--- src/hdl/kfq_pkg.sv ---
// Package for the keyed FIFO queue: action and status codes, default sizes,
// and the control struct between the sequencer and the tally unit.
// No dependencies.
package kfq_pkg;

  // Default sizes handed to the top level parameters.
  localparam int QueueDepthDef = 16;
  localparam int KeyBitsDef    = 16;
  localparam int ValueBitsDef  = 32;

  localparam int ActionW = 3;
  localparam int StatusW = 2;

  // Action codes; the two unused codes behave as a query.
  localparam logic [ActionW-1:0] ACT_PUSH     = 3'd0;
  localparam logic [ActionW-1:0] ACT_POP      = 3'd1;
  localparam logic [ActionW-1:0] ACT_POP_KEY  = 3'd2;
  localparam logic [ActionW-1:0] ACT_MOVE_KEY = 3'd3;
  localparam logic [ActionW-1:0] ACT_CLEAR    = 3'd4;
  localparam logic [ActionW-1:0] ACT_QUERY    = 3'd5;

  // Status codes reported with every result.
  localparam logic [StatusW-1:0] ST_OK      = 2'd0;
  localparam logic [StatusW-1:0] ST_EMPTY   = 2'd1;
  localparam logic [StatusW-1:0] ST_MISSING = 2'd2;
  localparam logic [StatusW-1:0] ST_FULL    = 2'd3;

  // Sequencer to tally unit: clear the statistics, or count one entry of
  // the queue as it is rebuilt in order.
  typedef struct packed {
    logic start;
    logic take;
  } kfq_tally_ctl_t;

endpackage

--- src/hdl/keyed_fifo_queue_unit.sv ---
// Keyed FIFO queue: bounded queue of key/value entries in arrival order.
// Holds the sequencer and output register; uses kfq_pkg, kfq_store, kfq_tally.
//
// Usage:
//   The input channel (in_valid_i, in_stall_o) carries one action with a key
//   and a value per transaction. The output channel (out_valid_o,
//   out_stall_i) returns exactly one result per action: status, occupancy,
//   the front and back entries, and the count, oldest and newest values of
//   the given key after the action.
//   Every action but clear rewrites the queue in place through the entry
//   memory, one entry per cycle on its single read port, while the tally
//   unit compares each entry with the key. The action first scans the live
//   entries, then in a tail step appends the pushed entry or reads back the
//   moved entries of the key from a parked area, and finally registers the
//   result in the wrap step; clear goes straight to the wrap step. One action
//   is in work at a time, and the next transaction can be taken in the cycle
//   the result appears, also while that result still waits in the output
//   register. When the receiver stalls and an older result is still held,
//   the new result waits in the sequencer until the slot frees.
//   Reset empties the queue and drops any held result; the entry memory is
//   not cleared: only live slots and those parked by the action are read.
module keyed_fifo_queue_unit #(
  parameter int QUEUE_DEPTH = kfq_pkg::QueueDepthDef,
  parameter int KEY_BITS    = kfq_pkg::KeyBitsDef,
  parameter int VALUE_BITS  = kfq_pkg::ValueBitsDef,
  localparam int CNT_W      = $clog2(QUEUE_DEPTH + 1)
) (
  input  logic                         clk_i,
  input  logic                         rst_ni,
  input  logic                         in_valid_i,
  output logic                         in_stall_o,
  input  logic [kfq_pkg::ActionW-1:0]  action_i,
  input  logic [KEY_BITS-1:0]          key_i,
  input  logic [VALUE_BITS-1:0]        value_i,
  output logic                         out_valid_o,
  input  logic                         out_stall_i,
  output logic [kfq_pkg::StatusW-1:0]  status_o,
  output logic [CNT_W-1:0]             occupancy_o,
  output logic [KEY_BITS-1:0]          front_key_o,
  output logic [VALUE_BITS-1:0]        front_value_o,
  output logic [KEY_BITS-1:0]          back_key_o,
  output logic [VALUE_BITS-1:0]        back_value_o,
  output logic [CNT_W-1:0]             key_count_o,
  output logic [VALUE_BITS-1:0]        key_first_value_o,
  output logic [VALUE_BITS-1:0]        key_last_value_o
);

  localparam int IW = $clog2(QUEUE_DEPTH);
  localparam int AW = IW + 1;
  localparam int DW = KEY_BITS + VALUE_BITS;
  localparam logic [CNT_W-1:0] DepthC = CNT_W'(QUEUE_DEPTH);

  typedef enum logic [1:0] {
    S_IDLE,
    S_SCAN,
    S_TAIL,
    S_WRAP
  } state_e;

  state_e                      state_q;
  logic [kfq_pkg::ActionW-1:0] act_q;
  logic [KEY_BITS-1:0]         key_q;
  logic [VALUE_BITS-1:0]       val_q;
  logic [CNT_W-1:0]            n_q, rd_q, w_q, m_q;
  logic [IW-1:0]               pos_q;
  logic                        dv_q, removed_q, full_q, empty_q;

  logic                        out_valid_q;
  logic [kfq_pkg::StatusW-1:0] status_q;
  logic [CNT_W-1:0]            occ_q, kcnt_q;
  logic [KEY_BITS-1:0]         fkey_q, bkey_q;
  logic [VALUE_BITS-1:0]       fval_q, bval_q, kfirst_q, klast_q;

  logic                        accept, out_free;
  logic                        is_push, is_pop, is_pop_key, is_move;
  logic                        rd_en, scan_data, drop, to_temp, keep;
  logic                        tail_move, tail_push;
  logic                        wr_en;
  logic [AW-1:0]               wr_addr, rd_addr;
  logic [KEY_BITS-1:0]         wr_key, ent_key, rd_key;
  logic [VALUE_BITS-1:0]       wr_val, ent_val, rd_val;
  logic [DW-1:0]               rd_data;
  logic                        match;
  kfq_pkg::kfq_tally_ctl_t     tally_ctl;
  logic [kfq_pkg::StatusW-1:0] status_d;

  logic [KEY_BITS-1:0]         t_fkey, t_bkey;
  logic [VALUE_BITS-1:0]       t_fval, t_bval, t_first, t_last;
  logic [CNT_W-1:0]            t_cnt;

  assign accept   = in_valid_i && (state_q == S_IDLE);
  assign out_free = !out_valid_q || !out_stall_i;

  assign is_push    = (act_q == kfq_pkg::ACT_PUSH);
  assign is_pop     = (act_q == kfq_pkg::ACT_POP);
  assign is_pop_key = (act_q == kfq_pkg::ACT_POP_KEY);
  assign is_move    = (act_q == kfq_pkg::ACT_MOVE_KEY);

  assign rd_key = rd_data[DW-1:VALUE_BITS];
  assign rd_val = rd_data[VALUE_BITS-1:0];

  // Read side: the live slots during the scan, the parked slots in the tail.
  always_comb begin
    rd_en = 1'b0;
    if (state_q == S_SCAN) begin
      rd_en = (rd_q < n_q);
    end else if (state_q == S_TAIL && is_move) begin
      rd_en = (rd_q < m_q);
    end
  end
  assign rd_addr = {state_q == S_TAIL, rd_q[IW-1:0]};

  // Decision for the entry that arrived from memory during the scan.
  assign scan_data = (state_q == S_SCAN) && dv_q;
  assign drop      = is_pop ? (pos_q == '0) : (is_pop_key && match && !removed_q);
  assign to_temp   = is_move && match;
  assign keep      = !drop && !to_temp;
  assign tail_move = (state_q == S_TAIL) && is_move && dv_q;
  assign tail_push = (state_q == S_TAIL) && is_push && !full_q;

  // Write side and the entry shown to the tally unit.
  always_comb begin
    wr_en     = 1'b0;
    wr_addr   = {1'b0, w_q[IW-1:0]};
    wr_key    = key_q;
    wr_val    = rd_val;
    tally_ctl = '{start: accept, take: 1'b0};
    ent_key   = rd_key;
    ent_val   = rd_val;
    if (state_q == S_TAIL) begin
      ent_key = key_q;
      ent_val = is_move ? rd_val : val_q;
    end
    if (scan_data) begin
      if (to_temp) begin
        wr_en   = 1'b1;
        wr_addr = {1'b1, m_q[IW-1:0]};
      end else if (keep) begin
        wr_en          = 1'b1;
        wr_key         = rd_key;
        tally_ctl.take = 1'b1;
      end
    end else if (tail_move) begin
      wr_en          = 1'b1;
      tally_ctl.take = 1'b1;
    end else if (tail_push) begin
      wr_en          = 1'b1;
      wr_val         = val_q;
      tally_ctl.take = 1'b1;
    end
  end

  // Final status of the action in work.
  always_comb begin
    case (act_q)
      kfq_pkg::ACT_PUSH:     status_d = full_q ? kfq_pkg::ST_FULL : kfq_pkg::ST_OK;
      kfq_pkg::ACT_POP:      status_d = empty_q ? kfq_pkg::ST_EMPTY : kfq_pkg::ST_OK;
      kfq_pkg::ACT_POP_KEY:  status_d = removed_q ? kfq_pkg::ST_OK : kfq_pkg::ST_MISSING;
      kfq_pkg::ACT_MOVE_KEY: status_d = (m_q != '0) ? kfq_pkg::ST_OK : kfq_pkg::ST_MISSING;
      default:               status_d = kfq_pkg::ST_OK;
    endcase
  end

  kfq_store #(
    .ADDR_W(AW),
    .DATA_W(DW)
  ) u_store (
    .clk_i    (clk_i),
    .wr_en_i  (wr_en),
    .wr_addr_i(wr_addr),
    .wr_data_i({wr_key, wr_val}),
    .rd_en_i  (rd_en),
    .rd_addr_i(rd_addr),
    .rd_data_o(rd_data)
  );

  kfq_tally #(
    .KEY_BITS  (KEY_BITS),
    .VALUE_BITS(VALUE_BITS),
    .CNT_W     (CNT_W)
  ) u_tally (
    .clk_i      (clk_i),
    .rst_ni     (rst_ni),
    .ctl_i      (tally_ctl),
    .query_key_i(key_q),
    .ent_key_i  (ent_key),
    .ent_val_i  (ent_val),
    .match_o    (match),
    .front_key_o(t_fkey),
    .front_val_o(t_fval),
    .back_key_o (t_bkey),
    .back_val_o (t_bval),
    .count_o    (t_cnt),
    .first_val_o(t_first),
    .last_val_o (t_last)
  );

  // Sequencer with its counters and the output register.
  always_ff @(posedge clk_i or negedge rst_ni) begin
    if (!rst_ni) begin
      state_q     <= S_IDLE;
      act_q       <= kfq_pkg::ACT_QUERY;
      n_q         <= '0;
      rd_q        <= '0;
      w_q         <= '0;
      m_q         <= '0;
      pos_q       <= '0;
      dv_q        <= 1'b0;
      removed_q   <= 1'b0;
      full_q      <= 1'b0;
      empty_q     <= 1'b0;
      out_valid_q <= 1'b0;
    end else begin
      // A taken result frees the slot, unless a new result refills it now.
      if (out_valid_q && !out_stall_i && state_q != S_WRAP) begin
        out_valid_q <= 1'b0;
      end
      case (state_q)
        S_IDLE: begin
          if (accept) begin
            act_q     <= action_i;
            key_q     <= key_i;
            val_q     <= value_i;
            rd_q      <= '0;
            w_q       <= '0;
            m_q       <= '0;
            dv_q      <= 1'b0;
            removed_q <= 1'b0;
            full_q    <= (n_q == DepthC);
            empty_q   <= (n_q == '0);
            state_q   <= (action_i == kfq_pkg::ACT_CLEAR) ? S_WRAP : S_SCAN;
          end
        end
        S_SCAN: begin
          if (rd_en) begin
            rd_q <= rd_q + CNT_W'(1);
          end
          dv_q  <= rd_en;
          pos_q <= rd_q[IW-1:0];
          if (scan_data) begin
            if (drop) begin
              removed_q <= 1'b1;
            end else if (to_temp) begin
              m_q <= m_q + CNT_W'(1);
            end else begin
              w_q <= w_q + CNT_W'(1);
            end
          end
          if (!rd_en && !dv_q) begin
            rd_q    <= '0;
            state_q <= S_TAIL;
          end
        end
        S_TAIL: begin
          if (is_move) begin
            if (rd_en) begin
              rd_q <= rd_q + CNT_W'(1);
            end
            dv_q <= rd_en;
            if (tail_move) begin
              w_q <= w_q + CNT_W'(1);
            end
            if (!rd_en && !dv_q) begin
              state_q <= S_WRAP;
            end
          end else begin
            if (tail_push) begin
              w_q <= w_q + CNT_W'(1);
            end
            state_q <= S_WRAP;
          end
        end
        S_WRAP: begin
          if (out_free) begin
            n_q         <= w_q;
            out_valid_q <= 1'b1;
            status_q    <= status_d;
            occ_q       <= w_q;
            fkey_q      <= t_fkey;
            fval_q      <= t_fval;
            bkey_q      <= t_bkey;
            bval_q      <= t_bval;
            kcnt_q      <= t_cnt;
            kfirst_q    <= t_first;
            klast_q     <= t_last;
            state_q     <= S_IDLE;
          end
        end
        default: begin
          state_q <= S_IDLE;
        end
      endcase
    end
  end

  assign in_stall_o        = (state_q != S_IDLE);
  assign out_valid_o       = out_valid_q;
  assign status_o          = status_q;
  assign occupancy_o       = occ_q;
  assign front_key_o       = fkey_q;
  assign front_value_o     = fval_q;
  assign back_key_o        = bkey_q;
  assign back_value_o      = bval_q;
  assign key_count_o       = kcnt_q;
  assign key_first_value_o = kfirst_q;
  assign key_last_value_o  = klast_q;

  // The stored entry count never goes past the capacity.
  a_occ_bound: assert property (@(posedge clk_i) disable iff (!rst_ni)
    n_q <= DepthC)
    else $error("entry count exceeds queue depth");

  // A refused push is only reported when the queue is full.
  a_full_status: assert property (@(posedge clk_i) disable iff (!rst_ni)
    out_valid_q && status_q == kfq_pkg::ST_FULL |-> occ_q == DepthC)
    else $error("full status with free space");

  // An empty queue reports no entries and no key matches.
  a_empty_zero: assert property (@(posedge clk_i) disable iff (!rst_ni)
    out_valid_q && occ_q == '0 |->
      fkey_q == '0 && bkey_q == '0 && kcnt_q == '0 && klast_q == '0)
    else $error("empty queue reports stale entries");

  // The key count can never exceed the occupancy.
  a_count_bound: assert property (@(posedge clk_i) disable iff (!rst_ni)
    out_valid_q |-> kcnt_q <= occ_q)
    else $error("key count above occupancy");

  // In-place compaction never writes ahead of the slot being read back.
  a_compact_order: assert property (@(posedge clk_i) disable iff (!rst_ni)
    scan_data && keep |-> w_q[IW-1:0] <= pos_q)
    else $error("compaction write overtakes read");

endmodule

--- src/hdl/kfq_store.sv ---
// Entry memory of the keyed FIFO queue: one write port and one read port
// with registered read data. Depends on kfq_pkg for default widths only.
module kfq_store #(
  parameter int ADDR_W = $clog2(kfq_pkg::QueueDepthDef) + 1,
  parameter int DATA_W = kfq_pkg::KeyBitsDef + kfq_pkg::ValueBitsDef
) (
  input  logic              clk_i,
  input  logic              wr_en_i,
  input  logic [ADDR_W-1:0] wr_addr_i,
  input  logic [DATA_W-1:0] wr_data_i,
  input  logic              rd_en_i,
  input  logic [ADDR_W-1:0] rd_addr_i,
  output logic [DATA_W-1:0] rd_data_o
);

  localparam int Depth = 2 ** ADDR_W;

  logic [DATA_W-1:0] mem_q [Depth];
  logic [DATA_W-1:0] rd_data_q;

  // Write port.
  always_ff @(posedge clk_i) begin
    if (wr_en_i) begin
      mem_q[wr_addr_i] <= wr_data_i;
    end
  end

  // Registered read port.
  always_ff @(posedge clk_i) begin
    if (rd_en_i) begin
      rd_data_q <= mem_q[rd_addr_i];
    end
  end

  assign rd_data_o = rd_data_q;

endmodule

--- src/hdl/kfq_tally.sv ---
// Shared key compare and statistics unit of the keyed FIFO queue. It watches
// the entries as the queue is rewritten in order. Depends on kfq_pkg.
module kfq_tally #(
  parameter int KEY_BITS   = kfq_pkg::KeyBitsDef,
  parameter int VALUE_BITS = kfq_pkg::ValueBitsDef,
  parameter int CNT_W      = $clog2(kfq_pkg::QueueDepthDef + 1)
) (
  input  logic                   clk_i,
  input  logic                   rst_ni,
  input  kfq_pkg::kfq_tally_ctl_t ctl_i,
  input  logic [KEY_BITS-1:0]    query_key_i,
  input  logic [KEY_BITS-1:0]    ent_key_i,
  input  logic [VALUE_BITS-1:0]  ent_val_i,
  output logic                   match_o,
  output logic [KEY_BITS-1:0]    front_key_o,
  output logic [VALUE_BITS-1:0]  front_val_o,
  output logic [KEY_BITS-1:0]    back_key_o,
  output logic [VALUE_BITS-1:0]  back_val_o,
  output logic [CNT_W-1:0]       count_o,
  output logic [VALUE_BITS-1:0]  first_val_o,
  output logic [VALUE_BITS-1:0]  last_val_o
);

  logic                  any_q;
  logic [CNT_W-1:0]      cnt_q;
  logic [KEY_BITS-1:0]   front_key_q, back_key_q;
  logic [VALUE_BITS-1:0] front_val_q, back_val_q, first_val_q, last_val_q;

  // The one key comparator, used for removal and move decisions and for the count.
  assign match_o = (ent_key_i == query_key_i);

  // Control part of the statistics.
  always_ff @(posedge clk_i or negedge rst_ni) begin
    if (!rst_ni) begin
      any_q <= 1'b0;
      cnt_q <= '0;
    end else if (ctl_i.start) begin
      any_q <= 1'b0;
      cnt_q <= '0;
    end else if (ctl_i.take) begin
      any_q <= 1'b1;
      if (match_o) begin
        cnt_q <= cnt_q + CNT_W'(1);
      end
    end
  end

  // Captured entries; everything reads as zero until an entry is seen.
  always_ff @(posedge clk_i) begin
    if (ctl_i.start) begin
      front_key_q <= '0;
      front_val_q <= '0;
      back_key_q  <= '0;
      back_val_q  <= '0;
      first_val_q <= '0;
      last_val_q  <= '0;
    end else if (ctl_i.take) begin
      if (!any_q) begin
        front_key_q <= ent_key_i;
        front_val_q <= ent_val_i;
      end
      back_key_q <= ent_key_i;
      back_val_q <= ent_val_i;
      if (match_o) begin
        if (cnt_q == '0) begin
          first_val_q <= ent_val_i;
        end
        last_val_q <= ent_val_i;
      end
    end
  end

  assign front_key_o = front_key_q;
  assign front_val_o = front_val_q;
  assign back_key_o  = back_key_q;
  assign back_val_o  = back_val_q;
  assign count_o     = cnt_q;
  assign first_val_o = first_val_q;
  assign last_val_o  = last_val_q;

endmodule

--- config.mk ---
export PLATFORM = sky130hd
export DESIGN_NAME = keyed_fifo_queue_unit
export DESIGN_NICKNAME = d
export VERILOG_FILES = /design/src/hdl/kfq_pkg.sv /design/src/hdl/keyed_fifo_queue_unit.sv /design/src/hdl/kfq_store.sv /design/src/hdl/kfq_tally.sv
export SDC_FILE = /design/constraint.sdc
export NUM_CORES = 2
export LEC_CHECK = 0
export BUFFER_PORTS_ARGS = -buffer_cell sky130_fd_sc_hd__buf_2
export CORE_ASPECT_RATIO = 0.75
export CORE_UTILIZATION = 40
export DETAILED_ROUTE_END_ITERATION = 8
export PLACE_DENSITY = 0.64
export SLEW_MARGIN = 20
export SYNTH_ARGS = -nofsm -noshare
export SYNTH_HDL_FRONTEND = slang
export SYNTH_SLANG_ARGS = --single-unit
--- constraint.sdc ---
create_clock -name clk_i -period 13.8 [get_ports clk_i]
set_clock_uncertainty 0.05 [all_clocks]
set_input_delay 1.38 -clock clk_i [delete_from_list [all_inputs] [get_ports clk_i]]
set_output_delay 1.38 -clock clk_i [all_outputs]
set_load 0.01 [all_outputs]
Word-level counts from Yosys, hierarchy flattened
Memories as Yosys holds them, arrays and structs flattened. A register that Yosys moved wholly into a read port is not among the register bits.
Index checks and enable logic that the tools add are counted.
- input port bits: 55
- word-level logic and storage cells: 172
- memories kept: 1
- output and inout bits: 174
- register bits: 420
- bits in writable memories: 1536
- mux-type cells: 65
- eq/ne operators: 22
- $add $sub $neg: 4
- $lt $le $gt $ge: 2
- reductions and logical operators: 46
- bitwise operators: 1
- memory list (name ; words ; width ; read ports ; clocked after memory_dff ; wr ports ; line ; text):
    u_store.mem_q ; 32 ; 48 ; 1 ; 1 ; 1 ; kfq_store.sv:18 ; logic [DATA_W-1:0] mem_q [Depth];
- operator list (kind ; number):
    $mux 32 ; 5
    $mux 5 ; 18
    $mux 16 ; 4
    $pmux 5 s3 ; 2
    $mux 1 ; 22
    $add 5x1->5 const B ; 4
    $mux 2 ; 9
    $ne 2x2->1 const B ; 9
    $eq 16x16->1 ; 1
    $pmux 2 s4 ; 2
    $logic_and 1x1->1 ; 13
    $reduce_and 3->1 ; 4
    $logic_not 5->1 ; 2
    $lt 5x5->1 ; 2
    $pmux 5 s2 ; 1
    $reduce_and 2->1 ; 5
    $ne 3x3->1 const B ; 3
    $logic_not 1->1 ; 8
    $reduce_and 4->1 ; 2
    $reduce_bool 2->1 ; 4
    $reduce_and 7->1 ; 1
    $eq 3x2->1 const B ; 2
    $eq 5x5->1 const B ; 1
    $reduce_and 5->1 ; 1
    other kinds (14) ; 15

Longest topological paths before layout
- word-level depth: 13
- gate-level depth with buffers: 12
- gate-level depth less buffers: 9

By module
A second synthesis with hierarchy kept.
- cells, all modules: 4628
- area, all modules: 77290.4 µm²
- by module, submodules not included (module ; seq. area each (µm²) ; instances ; cells an instance ; area an instance (µm²)):
    kfq_store ; 47565.6 ; 1 ; 3364 ; 61205.0
    keyed_fifo_queue_unit ; 7459.7 ; 1 ; 550 ; 9870.7
    kfq_tally ; 3353.2 ; 1 ; 714 ; 6214.7

Worst setup path before layout
OpenSTA, ideal clock, no wires.
- path type: register to register
- start point: register state_q[1]
- end point: memory u_store.mem_q[0][0] (netlist name) (enable)
- setup time: 0.513 ns
- arrival time: 5.493 ns
- stages on the path, launching flop included: 12
- setup slack: 7.744 ns
- period minus slack after synthesis: 6.056 ns
- path buffers: 3
- data required time: 13.237 ns
- cells stage by stage: dfrtp_1 inv_1 ha_1 clkbuf_1 nand2_1 a41oi_1 o41ai_2 a21oi_1 clkbuf_1 buf_2 nand2_1 nor3_1
- word-level cells in the longest chain between the ends: 13
- elaborated cells on any way between the ends: 25
- those cells by class: eq/ne: 3; mux: 11; reduce/logical: 11
- RTL lines (item ; line ; text):
    from (decl) ; keyed_fifo_queue_unit.sv:60 ; state_e state_q;
    from (signal assigned) ; keyed_fifo_queue_unit.sv:231 ; state_q <= (action_i == kfq_pkg::ACT_CLEAR) ? S_WRAP : S_SCAN;
    $eq 2x2->1 ; keyed_fifo_queue_unit.sv:118, keyed_fifo_queue_unit.sv:119, keyed_fifo_queue_unit.sv:130 ;
    $mux 16 ; keyed_fifo_queue_unit.sv:130 ; if (state_q == S_TAIL) begin
    $eq 16x16->1 ; kfq_tally.sv:30 ; assign match_o = (ent_key_i == query_key_i);
    $logic_and 1x1->1 (2 in a row) ; keyed_fifo_queue_unit.sv:115 ; assign drop = is_pop ? (pos_q == '0) : (is_pop_key && match && !removed_q);
    $mux 1 ; keyed_fifo_queue_unit.sv:115 ;
    $logic_not 1->1 ; keyed_fifo_queue_unit.sv:117 ; assign keep = !drop && !to_temp;
    $logic_and 1x1->1 ; keyed_fifo_queue_unit.sv:117 ;
    $mux 1 ; keyed_fifo_queue_unit.sv:138 ; end else if (keep) begin
    $mux 1 ; keyed_fifo_queue_unit.sv:135 ; if (to_temp) begin
    $mux 1 ; keyed_fifo_queue_unit.sv:134 ; if (scan_data) begin
    $mux 1 ; kfq_store.sv:23 ; if (wr_en_i) begin
    $mux 1 (implied by the code) ; kfq_store.sv:24 ; mem_q[wr_addr_i] <= wr_data_i;
    to (decl) ; kfq_store.sv:18 ;
Several ways; a longest one is shown, not always the timed one.

Final worst setup path
- start point: register state_q[1]
- end point: memory u_store.mem_q[13][18] (netlist name) (enable)
Same word-level chain as after synthesis.

==> impl_metrics.toml <==
[clock_network]
cts_tree = "done"
ctsHoldBuffers = 0
clk_latency_ns = 0.81
h-tree-depth = 4
post_cts_buffers = 0
clock_sinks = 2004
cts_resized = 0
cts_root_buffer = "clkbuf_16"
clock_path_buffers = 3
numCtsBuffers = 174
clkTransAtPathRegs_ns = 0.07

[die]
die_y_um = 377
dieArea_um2 = 190000
pin_count = 229
core_area_um2 = 186000
die_w_um = 503
row_count = 137
initial_utilization = 0.404

[critical_path]
cp_num_cells = 9
required_ns = 14.18
r2r_setup_slack_ns = 8.77
crit_path_end_kind = "flip-flop"
start_kind = "flip-flop"
r2r_end = "u_store.mem_q[13][18]"
cp.arrival_ns = 5.40
cp_cell_sequence = "inv_1, ha_1, nand2_1, a41oi_1, o41ai_2, a21oi_4, nand3_1, nor2_4, buf_4"
critical_path_class = "reg -> reg"
critPathTopFamily = "simple AND/OR/NAND/NOR gates"
slowest_delay_ns = 0.69
crit_end = "u_store.mem_q[13][18]"
worstPathMaxFanout = 33
rr_startpoint = "state_q[1]"
crit_slowest_cell = "buf_4"
r2r_cells = 9
crit_buf_inv = 2
crit_start = "state_q[1]"

[final_layout]
fin_nets = 3900
fill_cells = 15415
layout.cells.non_filler = 6472
area_growth_pct = 13.5
drive_above_1_share = 0.292

[sta]
setup_tns_ns = 0
slew_viol_final = 0
fmax_mhz = 199
rsz0062_at_grt = "no"
fin_crit_sh = 0.364
min_period_ns = 5.03
finalSetupViolations = 0
tightest_slew_ns = 1.21
hold_viol_final = 0
relSlewSlack = 0.170
finalHoldWorstSlack_ns = 0.379

[yosys]
avgSynthCellArea_um2 = 21.2
async_reset_ff_frac = 0.0200
yosysWarningCount = 0
ys.flop_type = "edfxtp_1"
synth_cell_type_count = 58
syn_area_um2 = 75200
synth_nets = 3612
synth_edf_count = 1804
synth-seq-cells = 2004
netlist_instances = 3539
yosysSeqAreaShare = 0.776

[power]
p_sw_w = 0.00459
p_clk_frac = 0.304
p_int_w = 0.0116
p_leak_nw = 26.7
power_density_nw_per_um2 = 190
power_frac_seq = 0.500
vdd_drop_max_uv = 114
p_sw_frac = 0.283
p_comb_frac = 0.196

[run_status]
status = "finished clean"

[route]
drtIter0Drc = 4639
wl_met3_mm = 14.2
vias_per_cell = 5.62
wl_mm = 181
wl_met2_mm = 83.0
route.detailed.drc = 0
dr.pass1.iters = 6
met1_length_mm = 80.2
top_layer = "met4"
wire_per_inst_um = 28.0
drtAntennaViolNets = 0
vias = 36383

[global_routing]
grtUsageTotal = 0.191
grt_pass1_vias = 35674
grt_pass1_wl_mm = 260
grt_max_degree = 102
overflow = 0
antenna_found_initial = 7

[job]
drv_cap = 0

[placed_design]
gp_congestion = 0.777
portBuffers = 228
dp_cells = 6153
dp_hpwl_mm = 98.7

[hold_path]
hold_path.class = "reg -> reg"
## power groups by stage
stage | Combinational, W | Clock [W] | Sequential (W)
finish | 0.00318 | 0.00494 | 0.00812
global route | 0.00343 | 0.00524 | 0.00817
CTS | 0.00320 | 0.00502 | 0.00812
detailed placement | 0.00320 | 0 | 0.00825
global placement | 0.00313 | 0 | 0.00823
floorplan | 0.00209 | 0 | 0.00814
## synthesized netlist by cell type (5+ instances only)
cell      count  area (µm²)
edfxtp_1   1804       54200
mux4_2      480       10800
nor2_1      207         777
nand2_1     188         706
a211oi_1    161        1210
dfxtp_1     160        3200
clkbuf_1    138         518
mux2_2       52         586
mux2i_1      52         521
dfrtp_1      38         951
buf_2        36         180
buf_1        24        90.1
inv_1        23        86.3
xor2_1       19         166
ha_1         18         225
nand3_1      17        85.1
o21ai_0      16        80.1
a21oi_1      12        60.1
nor3_1       12        60.1
nand2b_1      8        50.1
a31oi_1       7        43.8
and3_1        5        31.3
nand4_1       5        31.3
## final cells by class
| type | instances | area, µm² | area share |
|---|---|---|---|
| repair buffers | 311 | 1790 | 0.0210 |
| flip-flops and latches | 2004 | 58400 | 0.684 |
| clock buffers | 230 | 4820 | 0.0565 |
| inverters | 24 | 91.3 | 0.00107 |
| multi-input cells | 1312 | 16200 | 0.190 |
| clock inverters | 88 | 908 | 0.0106 |
| diodes | 1 | 2.50 | 0.0000293 |
| well taps | 2502 | 3130 | 0.0367 |
## cells by family (layout without fill, tap and decap cells)
group,count (synthesis),count (layout),synth area share
flip-flops,2004,2004,0.776
multiplexers,584,584,0.158
AND/OR/NAND/NOR,469,469,0.0262
buffers and inverters,223,653,0.0118
AO/OA/AOI/OAI,218,218,0.0214
XOR/XNOR,23,23,0.00268
adder cells (fa/ha/maj),18,18,0.00300
other,0,1,0
## state kept, by name (all words and copies together) (netlist names), 32 cells and up
name,cells
key_first_value_o,32
u_store.mem_q,1536
u_tally.front_val_o,32
back_value_o,32
u_tally.last_val_o,32
u_tally.back_val_o,32
u_tally.first_val_o,32
u_store.rd_data_o,48
val_q,32
front_value_o,32
key_last_value_o,32
## stage by stage
stage | total power [W] | utilization | area (µm²) | setup slack, ns
after detailed placement | 0.0114 | 0.427 | 79600 | 8.82
after global placement | 0.0114 | 0.427 | 79600 | 8.95
after floorplan | 0.0102 | - | 75200 | 7.74
after CTS | 0.0163 | 0.458 | 85400 | 8.79
after global routing | 0.0168 | 0.458 | 85400 | 8.51
final | 0.0162 | 0.458 | 85400 | 8.77
## how the worst min path moves through the flow
stage	end	cells past startpoint	start	slack (ns)
CTS	key_first_value_o[5]	0	u_tally.first_val_o[5]	0.38
detailed placement	front_value_o[12]	0	u_tally.front_val_o[12]	0.36
floorplan	back_key_o[0]	0	u_tally.back_key_o[0]	0.36
finish	front_value_o[19]	0	u_tally.front_val_o[19]	0.38
global route	key_first_value_o[9]	0	u_tally.first_val_o[9]	0.39
global placement	key_first_value_o[27]	0	u_tally.first_val_o[27]	0.36
## placed cells by master, fill, tap and decap left out, types with 19 or more instances in the layout
master     instances
a211oi_1         161
dfrtp_1           34
nor2_4            24
clkbuf_1          37
mux2_2            52
inv_1             21
nand2_1          188
clkinv_2          27
dfxtp_1          160
buf_4             81
clkinv_1          29
clkbuf_16        180
xor2_1            19
edfxtp_1        1804
mux4_2           480
buf_2            228
mux2i_1           50
nor2_1           183
## worst reg2reg max path, cell delays in order (launching register included)
cell and delay (ns):
dfrtp_1 0.44, inv_1 0.15, ha_1 0.64, nand2_1 0.28
a41oi_1 0.38, o41ai_2 0.22, a21oi_4 0.63, nand3_1 0.46
nor2_4 0.66, buf_4 0.70
## per-layer routing
metal | global-route usage | vias to the layer above
met2 | 0.285 | 1512
li1 | - | 15124
met5 | 0 | -
met3 | 0.0345 | 204
met1 | 0.289 | 19543
met4 | 0.0496 | 0
(Power assumes the default switching activity.)
